<file path="config.mk">
export PLATFORM = sky130hd
export DESIGN_NAME = url_query_param_extractor_unit_flat
export DESIGN_NICKNAME = d
export VERILOG_FILES = /design/src/uqpe_pkg.sv /design/src/uqpe_req_if.sv /design/src/uqpe_rsp_if.sv /design/src/uqpe_parse.sv /design/src/uqpe_outq.sv /design/src/url_query_param_extractor_unit.sv /design/src/flat_wrapper.sv
export SDC_FILE = /design/constraint.sdc
export NUM_CORES = 1
export LEC_CHECK = 0
export BUFFER_PORTS_ARGS = -buffer_cell sky130_fd_sc_hd__buf_4
export CAP_MARGIN = 20
export CELL_PAD_IN_SITES_DETAIL_PLACEMENT = 1
export CELL_PAD_IN_SITES_GLOBAL_PLACEMENT = 2
export CORE_ASPECT_RATIO = 1.2
export CORE_UTILIZATION = 37
export CTS_CLUSTER_SIZE = 30
export DETAILED_ROUTE_END_ITERATION = 8
export GPL_ROUTABILITY_DRIVEN = 0
export PLACE_DENSITY = 0.9
export RECOVER_POWER = 100
export SYNTH_ARGS = -nofsm -noshare
export SYNTH_HDL_FRONTEND = slang
export SYNTH_SLANG_ARGS = --single-unit
</file>
<file path="constraint.sdc">
create_clock -name clock -period 6.5 [get_ports clock]
set_input_delay 0.975 -clock clock [delete_from_list [all_inputs] [get_ports clock]]
set_output_delay 0.975 -clock clock [all_outputs]
set_load 0.02 [all_outputs]
</file>
<file path="src/uqpe_pkg.sv">
// Package for the URL query parameter extractor: types, character codes,
// the hex digit decoder and the register indexes. No dependencies.
package uqpe_pkg;

   // Sizes.
   localparam int MAX_KEY_LEN  = 8;
   localparam int MAX_RESULTS  = 4;
   localparam int KEY_BITS     = MAX_KEY_LEN * 8;
   localparam int CSR_DATA_W   = KEY_BITS;
   localparam int RES_CNT_W    = $clog2(MAX_RESULTS + 1);
   localparam int RES_IDX_W    = $clog2(MAX_RESULTS);

   localparam logic [3:0] KEY_LEN_MAX = 4'(MAX_KEY_LEN);

   // Register indexes.
   localparam logic [0:0] CSR_KEY_CHARS  = 1'd0;
   localparam logic [0:0] CSR_KEY_LENGTH = 1'd1;

   // Character codes.
   localparam logic [15:0] CH_PLUS     = 16'h002B;
   localparam logic [15:0] CH_PERCENT  = 16'h0025;
   localparam logic [15:0] CH_QUESTION = 16'h003F;
   localparam logic [15:0] CH_HASH     = 16'h0023;
   localparam logic [15:0] CH_EQUAL    = 16'h003D;
   localparam logic [15:0] CH_AMP      = 16'h0026;
   localparam logic [15:0] ASCII_LIMIT = 16'd128;
   localparam logic [7:0]  BYTE_SPACE  = 8'h20;
   localparam logic [7:0]  BYTE_PERCENT = 8'h25;

   typedef enum logic [2:0] {
      PH_WAIT_Q,
      PH_NAME,
      PH_SKIP,
      PH_VALUE,
      PH_FOUND,
      PH_NOT_FOUND
   } phase_type;

   typedef enum logic [1:0] {
      ESC_NONE,
      ESC_PERCENT,
      ESC_DIGIT
   } esc_type;

   typedef struct packed {
      phase_type  phase;
      logic [3:0] name_index;
      logic       name_matches;
      esc_type    esc;
      logic [6:0] first_hex_char;
   } parse_state_type;

   typedef struct packed {
      logic [7:0] data_byte;
      logic       is_marker;
      logic       key_found;
   } res_entry_type;

   typedef res_entry_type [MAX_RESULTS-1:0] res_list_type;

   // Value of a hex digit, or 16 when the unit is not a hex digit.
   function automatic logic [4:0] hex_value(input logic [15:0] c);
      logic [4:0] v;
      v = 5'd16;
      if (c >= 16'h0030 && c <= 16'h0039) begin
         v = 5'(c - 16'h0030);
      end else if (c >= 16'h0061 && c <= 16'h0066) begin
         v = 5'(c - 16'h0061 + 16'd10);
      end else if (c >= 16'h0041 && c <= 16'h0046) begin
         v = 5'(c - 16'h0041 + 16'd10);
      end
      return v;
   endfunction

endpackage

</file>
<file path="src/uqpe_req_if.sv">
// Input channel of the URL query parameter extractor: one code unit per item.
// Depends on nothing.
interface uqpe_req_if;
   logic        valid;
   logic        ready;
   logic [15:0] code_unit;
   logic        url_end;

   modport source (output valid, output code_unit, output url_end, input ready);
   modport sink   (input valid, input code_unit, input url_end, output ready);
endinterface

</file>
<file path="src/uqpe_rsp_if.sv">
// Result channel of the URL query parameter extractor: one byte or marker per item.
// Depends on nothing.
interface uqpe_rsp_if;
   logic       valid;
   logic       ready;
   logic [7:0] data_byte;
   logic       is_marker;
   logic       key_found;
   logic       last_of_run;

   modport source (output valid, output data_byte, output is_marker,
                   output key_found, output last_of_run, input ready);
   modport sink   (input valid, input data_byte, input is_marker,
                   input key_found, input last_of_run, output ready);
endinterface

</file>
<file path="src/uqpe_parse.sv">
// Parser state and one-unit decode step: turns one code unit into up to four results.
// Depends on uqpe_pkg.
module uqpe_parse (
   input  logic                               clock,
   input  logic                               reset,
   input  logic                               advance,
   input  logic [15:0]                        code_unit,
   input  logic                               url_end,
   input  logic [uqpe_pkg::KEY_BITS-1:0]      key_chars,
   input  logic [3:0]                         key_len,
   output uqpe_pkg::res_list_type             res_list,
   output logic [uqpe_pkg::RES_CNT_W-1:0]     res_count
);

   uqpe_pkg::parse_state_type state_ff, state_in;
   uqpe_pkg::parse_state_type st;
   uqpe_pkg::res_list_type    res_n;
   logic [uqpe_pkg::RES_CNT_W-1:0] cnt_n;
   logic [3:0] klen;
   logic [4:0] hex_c;
   logic [4:0] hex_first;
   logic       is_hex;
   logic       is_delim;
   logic       consumed;
   logic       in_value;
   logic [7:0] key_byte;

   // Reset value of the parser.
   function automatic uqpe_pkg::parse_state_type cleared();
      uqpe_pkg::parse_state_type s;
      s.phase          = uqpe_pkg::PH_WAIT_Q;
      s.name_index     = 4'd0;
      s.name_matches   = 1'b1;
      s.esc            = uqpe_pkg::ESC_NONE;
      s.first_hex_char = 7'd0;
      return s;
   endfunction

   assign klen      = (key_len > uqpe_pkg::KEY_LEN_MAX) ? uqpe_pkg::KEY_LEN_MAX : key_len;
   assign hex_c     = uqpe_pkg::hex_value(code_unit);
   assign hex_first = uqpe_pkg::hex_value({9'd0, state_ff.first_hex_char});
   assign is_hex    = (hex_c != 5'd16);
   assign is_delim  = (code_unit == uqpe_pkg::CH_AMP) || (code_unit == uqpe_pkg::CH_HASH);
   assign in_value  = (state_ff.phase == uqpe_pkg::PH_VALUE);
   assign key_byte  = key_chars[state_ff.name_index[2:0]*8 +: 8];

   // One decode step; results are appended in order.
   always_comb begin
      st       = state_ff;
      res_n    = '0;
      cnt_n    = '0;
      consumed = 1'b0;

      // Segment and name tracking outside the value.
      unique case (state_ff.phase)
         uqpe_pkg::PH_WAIT_Q: begin
            if (code_unit == uqpe_pkg::CH_QUESTION) begin
               st.phase        = uqpe_pkg::PH_NAME;
               st.name_index   = 4'd0;
               st.name_matches = 1'b1;
            end
         end
         uqpe_pkg::PH_NAME: begin
            priority if (code_unit == uqpe_pkg::CH_HASH) begin
               st.phase = uqpe_pkg::PH_NOT_FOUND;
            end else if (code_unit == uqpe_pkg::CH_AMP) begin
               st.phase        = uqpe_pkg::PH_NAME;
               st.name_index   = 4'd0;
               st.name_matches = 1'b1;
            end else if (code_unit == uqpe_pkg::CH_EQUAL) begin
               if (state_ff.name_matches && state_ff.name_index == klen) begin
                  st.phase = uqpe_pkg::PH_VALUE;
                  st.esc   = uqpe_pkg::ESC_NONE;
               end else begin
                  st.phase = uqpe_pkg::PH_SKIP;
               end
            end else if (state_ff.name_index < klen && code_unit == {8'h00, key_byte}) begin
               st.name_index = state_ff.name_index + 4'd1;
            end else begin
               st.name_matches = 1'b0;
            end
         end
         uqpe_pkg::PH_SKIP: begin
            if (code_unit == uqpe_pkg::CH_AMP) begin
               st.phase        = uqpe_pkg::PH_NAME;
               st.name_index   = 4'd0;
               st.name_matches = 1'b1;
            end else if (code_unit == uqpe_pkg::CH_HASH) begin
               st.phase = uqpe_pkg::PH_NOT_FOUND;
            end
         end
         default: begin
         end
      endcase

      // Percent decoding of a value unit.
      if (in_value && !is_delim) begin
         unique case (state_ff.esc)
            uqpe_pkg::ESC_PERCENT: begin
               if (is_hex) begin
                  st.first_hex_char = code_unit[6:0];
                  st.esc            = uqpe_pkg::ESC_DIGIT;
                  consumed          = 1'b1;
               end else begin
                  res_n[cnt_n[uqpe_pkg::RES_IDX_W-1:0]] = '{uqpe_pkg::BYTE_PERCENT, 1'b0, 1'b0};
                  cnt_n  = cnt_n + 1'b1;
                  st.esc = uqpe_pkg::ESC_NONE;
               end
            end
            uqpe_pkg::ESC_DIGIT: begin
               if (is_hex) begin
                  res_n[cnt_n[uqpe_pkg::RES_IDX_W-1:0]] =
                     '{{hex_first[3:0], hex_c[3:0]}, 1'b0, 1'b0};
                  cnt_n    = cnt_n + 1'b1;
                  st.esc   = uqpe_pkg::ESC_NONE;
                  consumed = 1'b1;
               end else begin
                  res_n[cnt_n[uqpe_pkg::RES_IDX_W-1:0]] = '{uqpe_pkg::BYTE_PERCENT, 1'b0, 1'b0};
                  cnt_n = cnt_n + 1'b1;
                  res_n[cnt_n[uqpe_pkg::RES_IDX_W-1:0]] =
                     '{{1'b0, state_ff.first_hex_char}, 1'b0, 1'b0};
                  cnt_n  = cnt_n + 1'b1;
                  st.esc = uqpe_pkg::ESC_NONE;
               end
            end
            default: begin
            end
         endcase
         if (!consumed) begin
            priority if (code_unit == uqpe_pkg::CH_PERCENT) begin
               st.esc = uqpe_pkg::ESC_PERCENT;
            end else if (code_unit == uqpe_pkg::CH_PLUS) begin
               res_n[cnt_n[uqpe_pkg::RES_IDX_W-1:0]] = '{uqpe_pkg::BYTE_SPACE, 1'b0, 1'b0};
               cnt_n = cnt_n + 1'b1;
            end else if (code_unit < uqpe_pkg::ASCII_LIMIT) begin
               res_n[cnt_n[uqpe_pkg::RES_IDX_W-1:0]] = '{code_unit[7:0], 1'b0, 1'b0};
               cnt_n = cnt_n + 1'b1;
            end else begin
            end
         end
      end

      // End of the value: a pending escape goes out literally. A value that opens
      // on the final unit of the URL closes here too.
      if ((in_value && is_delim) || (url_end && st.phase == uqpe_pkg::PH_VALUE)) begin
         if (st.esc == uqpe_pkg::ESC_PERCENT || st.esc == uqpe_pkg::ESC_DIGIT) begin
            res_n[cnt_n[uqpe_pkg::RES_IDX_W-1:0]] = '{uqpe_pkg::BYTE_PERCENT, 1'b0, 1'b0};
            cnt_n = cnt_n + 1'b1;
         end
         if (st.esc == uqpe_pkg::ESC_DIGIT) begin
            res_n[cnt_n[uqpe_pkg::RES_IDX_W-1:0]] = '{{1'b0, st.first_hex_char}, 1'b0, 1'b0};
            cnt_n = cnt_n + 1'b1;
         end
         st.esc   = uqpe_pkg::ESC_NONE;
         st.phase = uqpe_pkg::PH_FOUND;
      end

      // End of the URL: marker, then back to the reset state.
      if (url_end) begin
         res_n[cnt_n[uqpe_pkg::RES_IDX_W-1:0]] =
            '{8'h00, 1'b1, (st.phase == uqpe_pkg::PH_FOUND)};
         cnt_n = cnt_n + 1'b1;
         st    = cleared();
      end

      state_in = st;
   end

   assign res_list  = res_n;
   assign res_count = cnt_n;

   // Parser state register.
   always_ff @(posedge clock) begin
      if (reset) begin
         state_ff <= cleared();
      end else if (advance) begin
         state_ff <= state_in;
      end
   end

endmodule

</file>
<file path="src/uqpe_outq.sv">
// Result register: holds the results of one code unit and hands them out one per
// cycle while rsp_ch.ready is high. Depends on uqpe_pkg and uqpe_rsp_if.
module uqpe_outq (
   input  logic                           clock,
   input  logic                           reset,
   input  logic                           load,
   input  uqpe_pkg::res_list_type         load_list,
   input  logic [uqpe_pkg::RES_CNT_W-1:0] load_count,
   output logic                           can_load,
   uqpe_rsp_if.source                     rsp_ch
);

   uqpe_pkg::res_list_type         list_ff;
   logic [uqpe_pkg::RES_CNT_W-1:0] count_ff;
   logic [uqpe_pkg::RES_IDX_W-1:0] idx_ff;
   logic                           on_last;
   logic                           take;
   uqpe_pkg::res_entry_type        cur;

   assign on_last  = ({1'b0, idx_ff} + 1'b1) == count_ff;
   assign take     = rsp_ch.valid && rsp_ch.ready;
   assign can_load = (count_ff == '0) || (rsp_ch.ready && on_last);
   assign cur      = list_ff[idx_ff];

   // Present the current result.
   assign rsp_ch.valid       = (count_ff != '0);
   assign rsp_ch.data_byte   = cur.data_byte;
   assign rsp_ch.is_marker   = cur.is_marker;
   assign rsp_ch.key_found   = cur.key_found;
   assign rsp_ch.last_of_run = on_last;

   // Fill and drain control.
   always_ff @(posedge clock) begin
      if (reset) begin
         count_ff <= '0;
         idx_ff   <= '0;
      end else if (load) begin
         count_ff <= load_count;
         idx_ff   <= '0;
      end else if (take) begin
         idx_ff <= idx_ff + 1'b1;
         if (on_last) begin
            count_ff <= '0;
         end
      end
   end

   // Result payload.
   always_ff @(posedge clock) begin
      if (load) begin
         list_ff <= load_list;
      end
   end

endmodule

</file>
<file path="src/url_query_param_extractor_unit.sv">
// Top level of the URL query parameter extractor: input register, key registers,
// parser and result register. Depends on uqpe_pkg, uqpe_req_if, uqpe_rsp_if,
// uqpe_parse and uqpe_outq.
//
//   port     direction  contents
//   req_ch   in         code_unit[15:0], url_end (valid/ready)
//   rsp_ch   out        data_byte[7:0], is_marker, key_found, last_of_run (valid/ready)
//   csr_*    in         write enable, index (0 key_chars, 1 key_length), data[63:0]
//
// One code unit is taken per cycle while the result register can load; its results
// are registered there and go out one result per cycle while rsp_ch.ready is high.
// A unit that yields two to four results holds the input while the result register
// drains. Reset is synchronous and clears the key registers and the parser state.
// A stall on rsp_ch backs up through the result register into req_ch.ready.
module url_query_param_extractor_unit (
   input  logic                               clock,
   input  logic                               reset,
   uqpe_req_if.sink                           req_ch,
   uqpe_rsp_if.source                         rsp_ch,
   input  logic                               csr_write_enable,
   input  logic [0:0]                         csr_index,
   input  logic [uqpe_pkg::CSR_DATA_W-1:0]    csr_write_data
);

   logic                              in_valid_ff;
   logic [15:0]                       code_ff;
   logic                              end_ff;
   logic                              advance;
   logic                              can_load;
   logic [uqpe_pkg::KEY_BITS-1:0]     key_chars_ff;
   logic [3:0]                        key_length_ff;
   uqpe_pkg::res_list_type            res_list;
   logic [uqpe_pkg::RES_CNT_W-1:0]    res_count;

   assign advance      = in_valid_ff && can_load;
   assign req_ch.ready = !in_valid_ff || advance;

   // Key registers.
   always_ff @(posedge clock) begin
      if (reset) begin
         key_chars_ff  <= '0;
         key_length_ff <= '0;
      end else if (csr_write_enable) begin
         unique case (csr_index)
            uqpe_pkg::CSR_KEY_CHARS:  key_chars_ff  <= csr_write_data;
            uqpe_pkg::CSR_KEY_LENGTH: key_length_ff <= csr_write_data[3:0];
            default: begin
            end
         endcase
      end
   end

   // Input register.
   always_ff @(posedge clock) begin
      if (reset) begin
         in_valid_ff <= 1'b0;
      end else if (req_ch.ready) begin
         in_valid_ff <= req_ch.valid;
      end
   end

   always_ff @(posedge clock) begin
      if (req_ch.valid && req_ch.ready) begin
         code_ff <= req_ch.code_unit;
         end_ff  <= req_ch.url_end;
      end
   end

   // Decode step.
   uqpe_parse u_parse (
      .clock     (clock),
      .reset     (reset),
      .advance   (advance),
      .code_unit (code_ff),
      .url_end   (end_ff),
      .key_chars (key_chars_ff),
      .key_len   (key_length_ff),
      .res_list  (res_list),
      .res_count (res_count)
   );

   // Result register.
   uqpe_outq u_outq (
      .clock      (clock),
      .reset      (reset),
      .load       (advance),
      .load_list  (res_list),
      .load_count (res_count),
      .can_load   (can_load),
      .rsp_ch     (rsp_ch)
   );

endmodule
</file>
<file path="src/flat_wrapper.sv">
// flat-port wrapper written by rule: the top's interface ports become plain ports
module url_query_param_extractor_unit_flat 
  (clock, reset, csr_write_enable, csr_index, csr_write_data, req_ch_valid, req_ch_code_unit, req_ch_url_end, req_ch_ready, rsp_ch_valid, rsp_ch_data_byte, rsp_ch_is_marker, rsp_ch_key_found, rsp_ch_last_of_run, rsp_ch_ready);
  uqpe_req_if req_ch_i ();
  uqpe_rsp_if rsp_ch_i ();
  input  logic clock;
  input  logic reset;
  input  logic csr_write_enable;
  input  logic [0:0] csr_index;
  input  logic [uqpe_pkg::CSR_DATA_W-1:0] csr_write_data;
  input wire logic [$bits(req_ch_i.valid)-1:0] req_ch_valid;
  input wire logic [$bits(req_ch_i.code_unit)-1:0] req_ch_code_unit;
  input wire logic [$bits(req_ch_i.url_end)-1:0] req_ch_url_end;
  output wire logic [$bits(req_ch_i.ready)-1:0] req_ch_ready;
  output wire logic [$bits(rsp_ch_i.valid)-1:0] rsp_ch_valid;
  output wire logic [$bits(rsp_ch_i.data_byte)-1:0] rsp_ch_data_byte;
  output wire logic [$bits(rsp_ch_i.is_marker)-1:0] rsp_ch_is_marker;
  output wire logic [$bits(rsp_ch_i.key_found)-1:0] rsp_ch_key_found;
  output wire logic [$bits(rsp_ch_i.last_of_run)-1:0] rsp_ch_last_of_run;
  input wire logic [$bits(rsp_ch_i.ready)-1:0] rsp_ch_ready;
  assign req_ch_i.valid = req_ch_valid;
  assign req_ch_i.code_unit = req_ch_code_unit;
  assign req_ch_i.url_end = req_ch_url_end;
  assign req_ch_ready = req_ch_i.ready;
  assign rsp_ch_valid = rsp_ch_i.valid;
  assign rsp_ch_data_byte = rsp_ch_i.data_byte;
  assign rsp_ch_is_marker = rsp_ch_i.is_marker;
  assign rsp_ch_key_found = rsp_ch_i.key_found;
  assign rsp_ch_last_of_run = rsp_ch_i.last_of_run;
  assign rsp_ch_i.ready = rsp_ch_ready;
  url_query_param_extractor_unit u_core (.clock(clock), .reset(reset), .req_ch(req_ch_i), .rsp_ch(rsp_ch_i), .csr_write_enable(csr_write_enable), .csr_index(csr_index), .csr_write_data(csr_write_data));
endmodule
</file>
==> out/qor.csv, run 1 <==
metric,value,unit
slew_headroom,-136,%
power_density,225,nW/um^2
critical_path.top_delay_family,simple AND/OR/NAND/NOR gates,
place_area,9170,um^2
max-vdd-ir-drop,175,uV
nets,1077,
end_kind,flop,
clock_sinks,148,
cts_max_path_buffers,2,
clkLatencyLatePin,0.43,ns
violations,"design-rule violations, max-capacitance violations, max-slew violations",
ys.flop_type,dfxtp_1,
post_synth_mux_area_share,9.70,%
met2_usage,41.2,%
grt_pass1_wl,38.7,mm
period_share,85.5,%
syn_avg_cell_area,9.26,um^2
num_vias,6988,
antenna_cells,0,
drc,2,
ctsHoldBuffers,0,
antenna_found_initial,0,
p_total,2.18,mW
crit_slowest_cell,or4b_2,
area_delta_synth_final,17.2,%
htree_levels,4,
clkTransAtPathRegs,0.06,ns
finalHoldViolCount,0,
p_leak,3.45,nW
die_h,166,um
via_per_inst,5.61,
cp-start-kind,flop,
post_drt_wl_per_cell,19.6,um
synth-seq-cells,148,
critPathBufInv,3,
grt_overflow_total,0,
die_x,138,um
cts-resized-gates,0,
rsz0062_at_grt,no,
start_util,38.0,%
yosysSeqAreaShare,42.7,%
grt.met1_usage,23.8,%
setup_slack,0.942,ns
postSynth.asyncResetShare,0,%
cp_common_cell,ha_1,
drive_above_1_share,17.9,%
final-setup-viol-count,0,
syn_inst,893,
clockRootBuffer,clkbuf_16,
finalCriticalPeriod,5.56,ns
crit_arrival,5.88,ns
critical-path-max-stage-delay,0.60,ns
grt_pass1_vias,7171,
synth.distinct_cells,72,
tightestPinTransition,3.55,ns
totalWireLength,24.4,mm
finalInstanceArea,9700,um^2
critPathKind,reg -> reg,
synthXorXnorAreaFrac,2.53,%
ant_nets,0,
drv_cap,3,
ys_warn_count,0,
required,6.82,ns
dpl_worst_slack,1.17,ns
synth_fa_ha_area_share,4.69,%
synth_top_family_by_area,simple AND/OR/NAND/NOR gates,
finalClockSkew,0.00787,ns
hold_class,reg -> reg,
fp-row-count,59,
setup_tns,0,ns
synth_edf_count,57,
dr.pass1.iters,7,
cts_setup_buffers,0,
path_cells,"inv_1, ha_1, or4b_2, nand3_1, a32oi_2, buf_4, or3_1, a31oi_1, inv_1, ha_1, nor2b_1, a21o_1, ha_1, mux2i_1, o2bb2ai_1, ha_1, and2_0, xor2_1, xnor2_1, a22o_1",
drt_iter0_markers,413,
status,"finished, violations left",
fillCellCount,2516,
numCtsBuffers,17,
ioPinCount,100,
core-area,21800,um^2
crit_fanout,24,
grt_start_max_net_pins,79,
synth_area,8270,um^2
die_area,23000,um^2
fmax,180,MHz
dpl.hpwl,18.2,mm
synth_simple_gate_area_share,19.9,%
port_buffers,99,
cts_tree,yes,
busiest_layer,met2,
synth_compound_area_share,16.1,%
maxSlewViolCount,140,
track_usage,21.7,%
whs,0.454,ns
gr-usage-met3,2.71,%
[metal layers]
layer  part of all wire [%]  vias up
li1                       -     3347
met1                     39     3428
met2                     54      170
met3                    3.1       43
met4                    3.2        0
met5                      0        -
[cells in the final DEF (no fill, tap or decap), types with 16 or more instances in the layout]
cell / n
mux2i_1: 16
buf_4: 73
clkbuf_16: 18
ha_1: 31
inv_1: 29
o21ai_0: 22
a21oi_1: 101
mux4_2: 26
dfxtp_1: 91
nor2_1: 36
nand2_1: 193
clkbuf_4: 17
nand3_1: 18
edfxtp_1: 57
[Yosys cell counts (3+ instances only)]
cell type / number / area share [%]
nand2_1: 193 / 8.8
a21oi_1: 101 / 6.1
dfxtp_1: 91 / 22
edfxtp_1: 57 / 21
clkbuf_1: 43 / 2.0
nor2_1: 36 / 1.6
ha_1: 31 / 4.7
inv_1: 29 / 1.3
mux4_2: 26 / 7.1
o21ai_0: 22 / 1.3
nand3_1: 18 / 1.1
mux2i_1: 16 / 1.9
nor3_1: 15 / 0.91
xnor2_1: 12 / 1.3
nand4_1: 11 / 0.83
nor4_1: 11 / 0.83
a211oi_1: 10 / 0.91
a22o_1: 10 / 1.1
nor2b_1: 10 / 0.76
xor2_1: 10 / 1.1
buf_1: 9 / 0.41
nand2b_1: 9 / 0.68
or3_1: 9 / 0.68
and2_1: 8 / 0.61
buf_2: 7 / 0.42
a211o_1: 6 / 0.64
a31oi_1: 6 / 0.45
a221oi_1: 5 / 0.53
a32oi_1: 5 / 0.53
mux2_2: 5 / 0.68
a222oi_1: 4 / 0.48
a22oi_1: 4 / 0.36
and3_1: 4 / 0.30
nor3b_1: 4 / 0.36
a21boi_0: 3 / 0.27
a21o_1: 3 / 0.27
and4_1: 3 / 0.32
nor2_2: 3 / 0.23
or4_1: 3 / 0.27
[final timing paths]
path	start	cells after the start	to	slack, ns
min reg2reg	u_core.key_chars_ff[14]	2	u_core.key_chars_ff[14]	0.45
max	u_core.code_ff[1]	20	u_core.u_outq.count_ff[2]	0.94
max reg2reg	u_core.code_ff[1]	20	u_core.u_outq.count_ff[2]	0.94
min	u_core.key_chars_ff[14]	2	u_core.key_chars_ff[14]	0.45
[power breakdown]
part	total, mW	switching, mW	internal [mW]
logic	0.165	0.0900	0.0745
clock network	0.979	0.415	0.564
registers	1.03	0.0306	1.00
[logic make-up (layout without fill, tap and decap cells)]
logic type,count (synthesis),after routing
buffers and inverters,89,165
AOI/OAI and AO/OA,207,207
DFF,148,148
adders and majority gates,31,31
other,1,3
muxes,47,47
xor gates and xnor gates,23,23
and+or+nand+nor,347,347
[stage by stage]
step / cells / util, %
finish: 1245 / 44.5
global route: 1245 / 44.5
CTS: 1245 / 44.8
detailed placement: 1214 / 42.1
global placement: 1214 / 42.1
floorplan: 895 / -
[registers in the layout (all words and copies together), names as in the netlist]
register                 cells
u_core.u_outq.list_ff       40
u_core.code_ff              16
u_core.u_parse.state_ff     17
u_core.end_ff                1
u_core.u_outq.count_ff       3
u_core.key_chars_ff         64
u_core.in_valid_ff           1
u_core.key_length_ff         4
u_core.u_outq.idx_ff         2
[worst register-to-register path, cell delays in order, from the launching register on]
cell       delay [ns]
edfxtp_1         0.54
inv_1            0.22
ha_1             0.21
or4b_2           0.60
nand3_1          0.16
a32oi_2          0.06
buf_4            0.23
or3_1            0.35
a31oi_1          0.41
inv_1            0.13
ha_1             0.28
nor2b_1          0.14
a21o_1           0.20
ha_1             0.28
mux2i_1          0.07
o2bb2ai_1        0.33
ha_1             0.21
and2_0           0.51
xor2_1           0.24
xnor2_1          0.11
a22o_1           0.18
[final cells by class]
class	count	area [um^2]	area share, %
multi-input combinational	658	4400	45.3
sequential	148	3530	36.4
clock inverter	12	118	1.21
clock buffer	19	464	4.79
tap	274	343	3.54
timing repair buffer	105	732	7.55
inverter	29	109	1.12
Power figures use the tool's default switching activity.
==> run 2, diff against run 1 <==
--- a/constraint.sdc
+++ b/constraint.sdc
@@ -3,2 +3,2 @@
 set_output_delay 0.975 -clock clock [all_outputs]
-set_load 0.02 [all_outputs]
+set_load 0.005 [all_outputs]
==> run 2 against run 1 <==
  * The flow still finishes with violations (design-rule violations, max-capacitance violations, max-slew violations)
  * Die area unchanged
  * Highest routed layer unchanged
  * Combinational power about the same
  * First-iteration DRC count down 0.48%
  * Sequential cell count unchanged
  * Sequential share of layout area down 0.18 points
  * Worst setup slack worse by 0.0049 ns
  * Largest power group unchanged
  * Routed wire length about the same
  * Clock power about the same
  * Power down 0.12%
  * Sequential power about the same
  * Via count up 0.11%
==> out/qor.csv, run 2 (same netlist as run 1, synthesis figures left out) <==
metric,value,unit
fmax,180,MHz
grt_start_max_net_pins,79,
antenna_cells,0,
cp-start-kind,flop,
end_kind,flop,
period_share,85.6,%
core-area,21800,um^2
final-setup-viol-count,0,
final_cell_mix,"193 x nand2_1, 101 x a21oi_1, 91 x dfxtp_1, 74 x buf_4, 57 x edfxtp_1",
finalHoldViolCount,0,
largest_register,u_core.key_chars_ff,
num_vias,6996,
grt_overflow_total,0,
die_area,23000,um^2
status,"finished, violations left",
dp.cells,1214,
violations,"design-rule violations, max-capacitance violations, max-slew violations",
cts-resized-gates,0,
clock_sinks,148,
slew_headroom,-136,%
crit_fanout,24,
ctsHoldBuffers,0,
dpl_worst_slack,1.17,ns
largestRegisters,"u_core.key_chars_ff (64), u_core.u_outq.list_ff (40), u_core.u_parse.state_ff (17)",
register_area,3530,um^2
multi_input_area,4400,um^2
grt_pass1_vias,7171,
instances_no_fill,1245,
hold_class,reg -> reg,
area_delta_synth_final,17.8,%
antenna_found_initial,0,
cts_setup_buffers,0,
drive_above_1_share,19.3,%
critical-path-max-stage-delay,0.60,ns
setup_slack,0.937,ns
r2r_slack,0.94,ns
clkTransAtPathRegs,0.06,ns
path_cells,"inv_1, ha_1, or4b_2, nand3_1, a32oi_2, buf_4, or3_1, a31oi_1, inv_1, ha_1, nor2b_1, a21o_1, ha_1, mux2i_1, o2bb2ai_1, ha_1, and2_0, xor2_1, xnor2_1, a22o_1",
finalCriticalPeriod,5.56,ns
whs,0.454,ns
min_to,u_core.key_chars_ff[14],
via_per_inst,5.62,
largest_reg_flops,64,
fillCellCount,2500,
track_usage,21.7,%
critPathKind,reg -> reg,
clockRootBuffer,clkbuf_16,
htree_levels,4,
setup_tns,0,ns
post_drt_wl_per_cell,19.6,um
grt_pass1_wl,38.7,mm
required,6.82,ns
dpl.hpwl,18.2,mm
dr.pass1.iters,8,
nets,1077,
crit_slowest_cell,or4b_2,
layout_commonest_cell,nand2_1,
timing.rr.end,u_core.u_outq.count_ff[2],
drc,2,
rr_startpoint,u_core.code_ff[1],
max-vdd-ir-drop,175,uV
p_leak,3.50,nW
totalWireLength,24.4,mm
cts_max_path_buffers,2,
reg2reg_depth,20,
drt_iter0_markers,411,
ioPinCount,100,
holdPathStages,2,
cp_common_cell,ha_1,
power_density,223,nW/um^2
maxSlewViolCount,140,
cts_tree,yes,
p_total,2.18,mW
start_util,38.0,%
clkLatencyLatePin,0.43,ns
die_x,138,um
ant_nets,0,
rsz0062_at_grt,no,
crit_arrival,5.88,ns
numCtsBuffers,17,
drv_cap,3,
fp-row-count,59,
die_h,166,um
port_buffers,99,
tightestPinTransition,3.55,ns
worstHoldStart,u_core.key_chars_ff[14],
finalClockSkew,0.00789,ns
==> run 2: cell types whose count changed in the layout (fill, tap and decap cells not counted) <==
cell / change
clkbuf_4: +12
clkbuf_1: -13
buf_4: +1
==> run 2: layout make-up <==
cell class	instances	share of cell area, %
Multi-Input combinational cell	658	45.1
Clock buffer	19	4.76
Clock inverter	12	1.21
Sequential cell	148	36.3
Tap cell	274	3.52
Inverter	29	1.12
Timing Repair Buffer	105	8.01
==> run 2: worst max path at each step <==
stage	startpoint	end	slack, ns
floorplan	u_core.code_ff[0]	u_core.u_outq.count_ff[2]	1.82
global placement	u_core.code_ff[0]	u_core.u_outq.count_ff[2]	1.42
detailed placement	u_core.code_ff[0]	u_core.u_outq.count_ff[2]	1.17
CTS	u_core.code_ff[1]	u_core.u_outq.count_ff[2]	1.08
global route	u_core.code_ff[0]	u_core.u_outq.count_ff[2]	0.48
finish	u_core.code_ff[1]	u_core.u_outq.count_ff[2]	0.94
==> run 2: where the power goes <==
group          internal [mW]  total (mW)  switching, mW
clock network          0.564       0.979          0.415
logic                 0.0780       0.162         0.0841
registers               1.00        1.03         0.0306
==> run 2: worst max-delay path: cells and delay by family (launching register included) <==
kind                       cells  cell delay [ns]
and+or+nand+nor                5             1.75
adders and majority gates      4             0.98
xor gates and xnor gates       2             0.35
DFF                            1             0.55
AOI/OAI and AO/OA              5             1.18
buffers and inverters          3             0.58
muxes                          1             0.07
==> run 2: metal layers <==
| layer | global-route usage [%] | up-vias | share of wire [%] |
|---|---|---|---|
| met5 | 0 | - | 0 |
| met2 | 41.2 | 168 | 54 |
| met4 | 9.67 | 0 | 3.2 |
| met3 | 2.71 | 45 | 3.0 |
| met1 | 23.8 | 3437 | 39 |
| li1 | - | 3346 | - |
==> run 2: per-stage QoR <==
step / cell area [um^2] / utilization (%)
after global routing: 9740 / 44.7
after CTS: 9760 / 44.8
after floorplan: 8280 / -
final: 9740 / 44.7
after global placement: 9170 / 42.1
after detailed placement: 9170 / 42.1
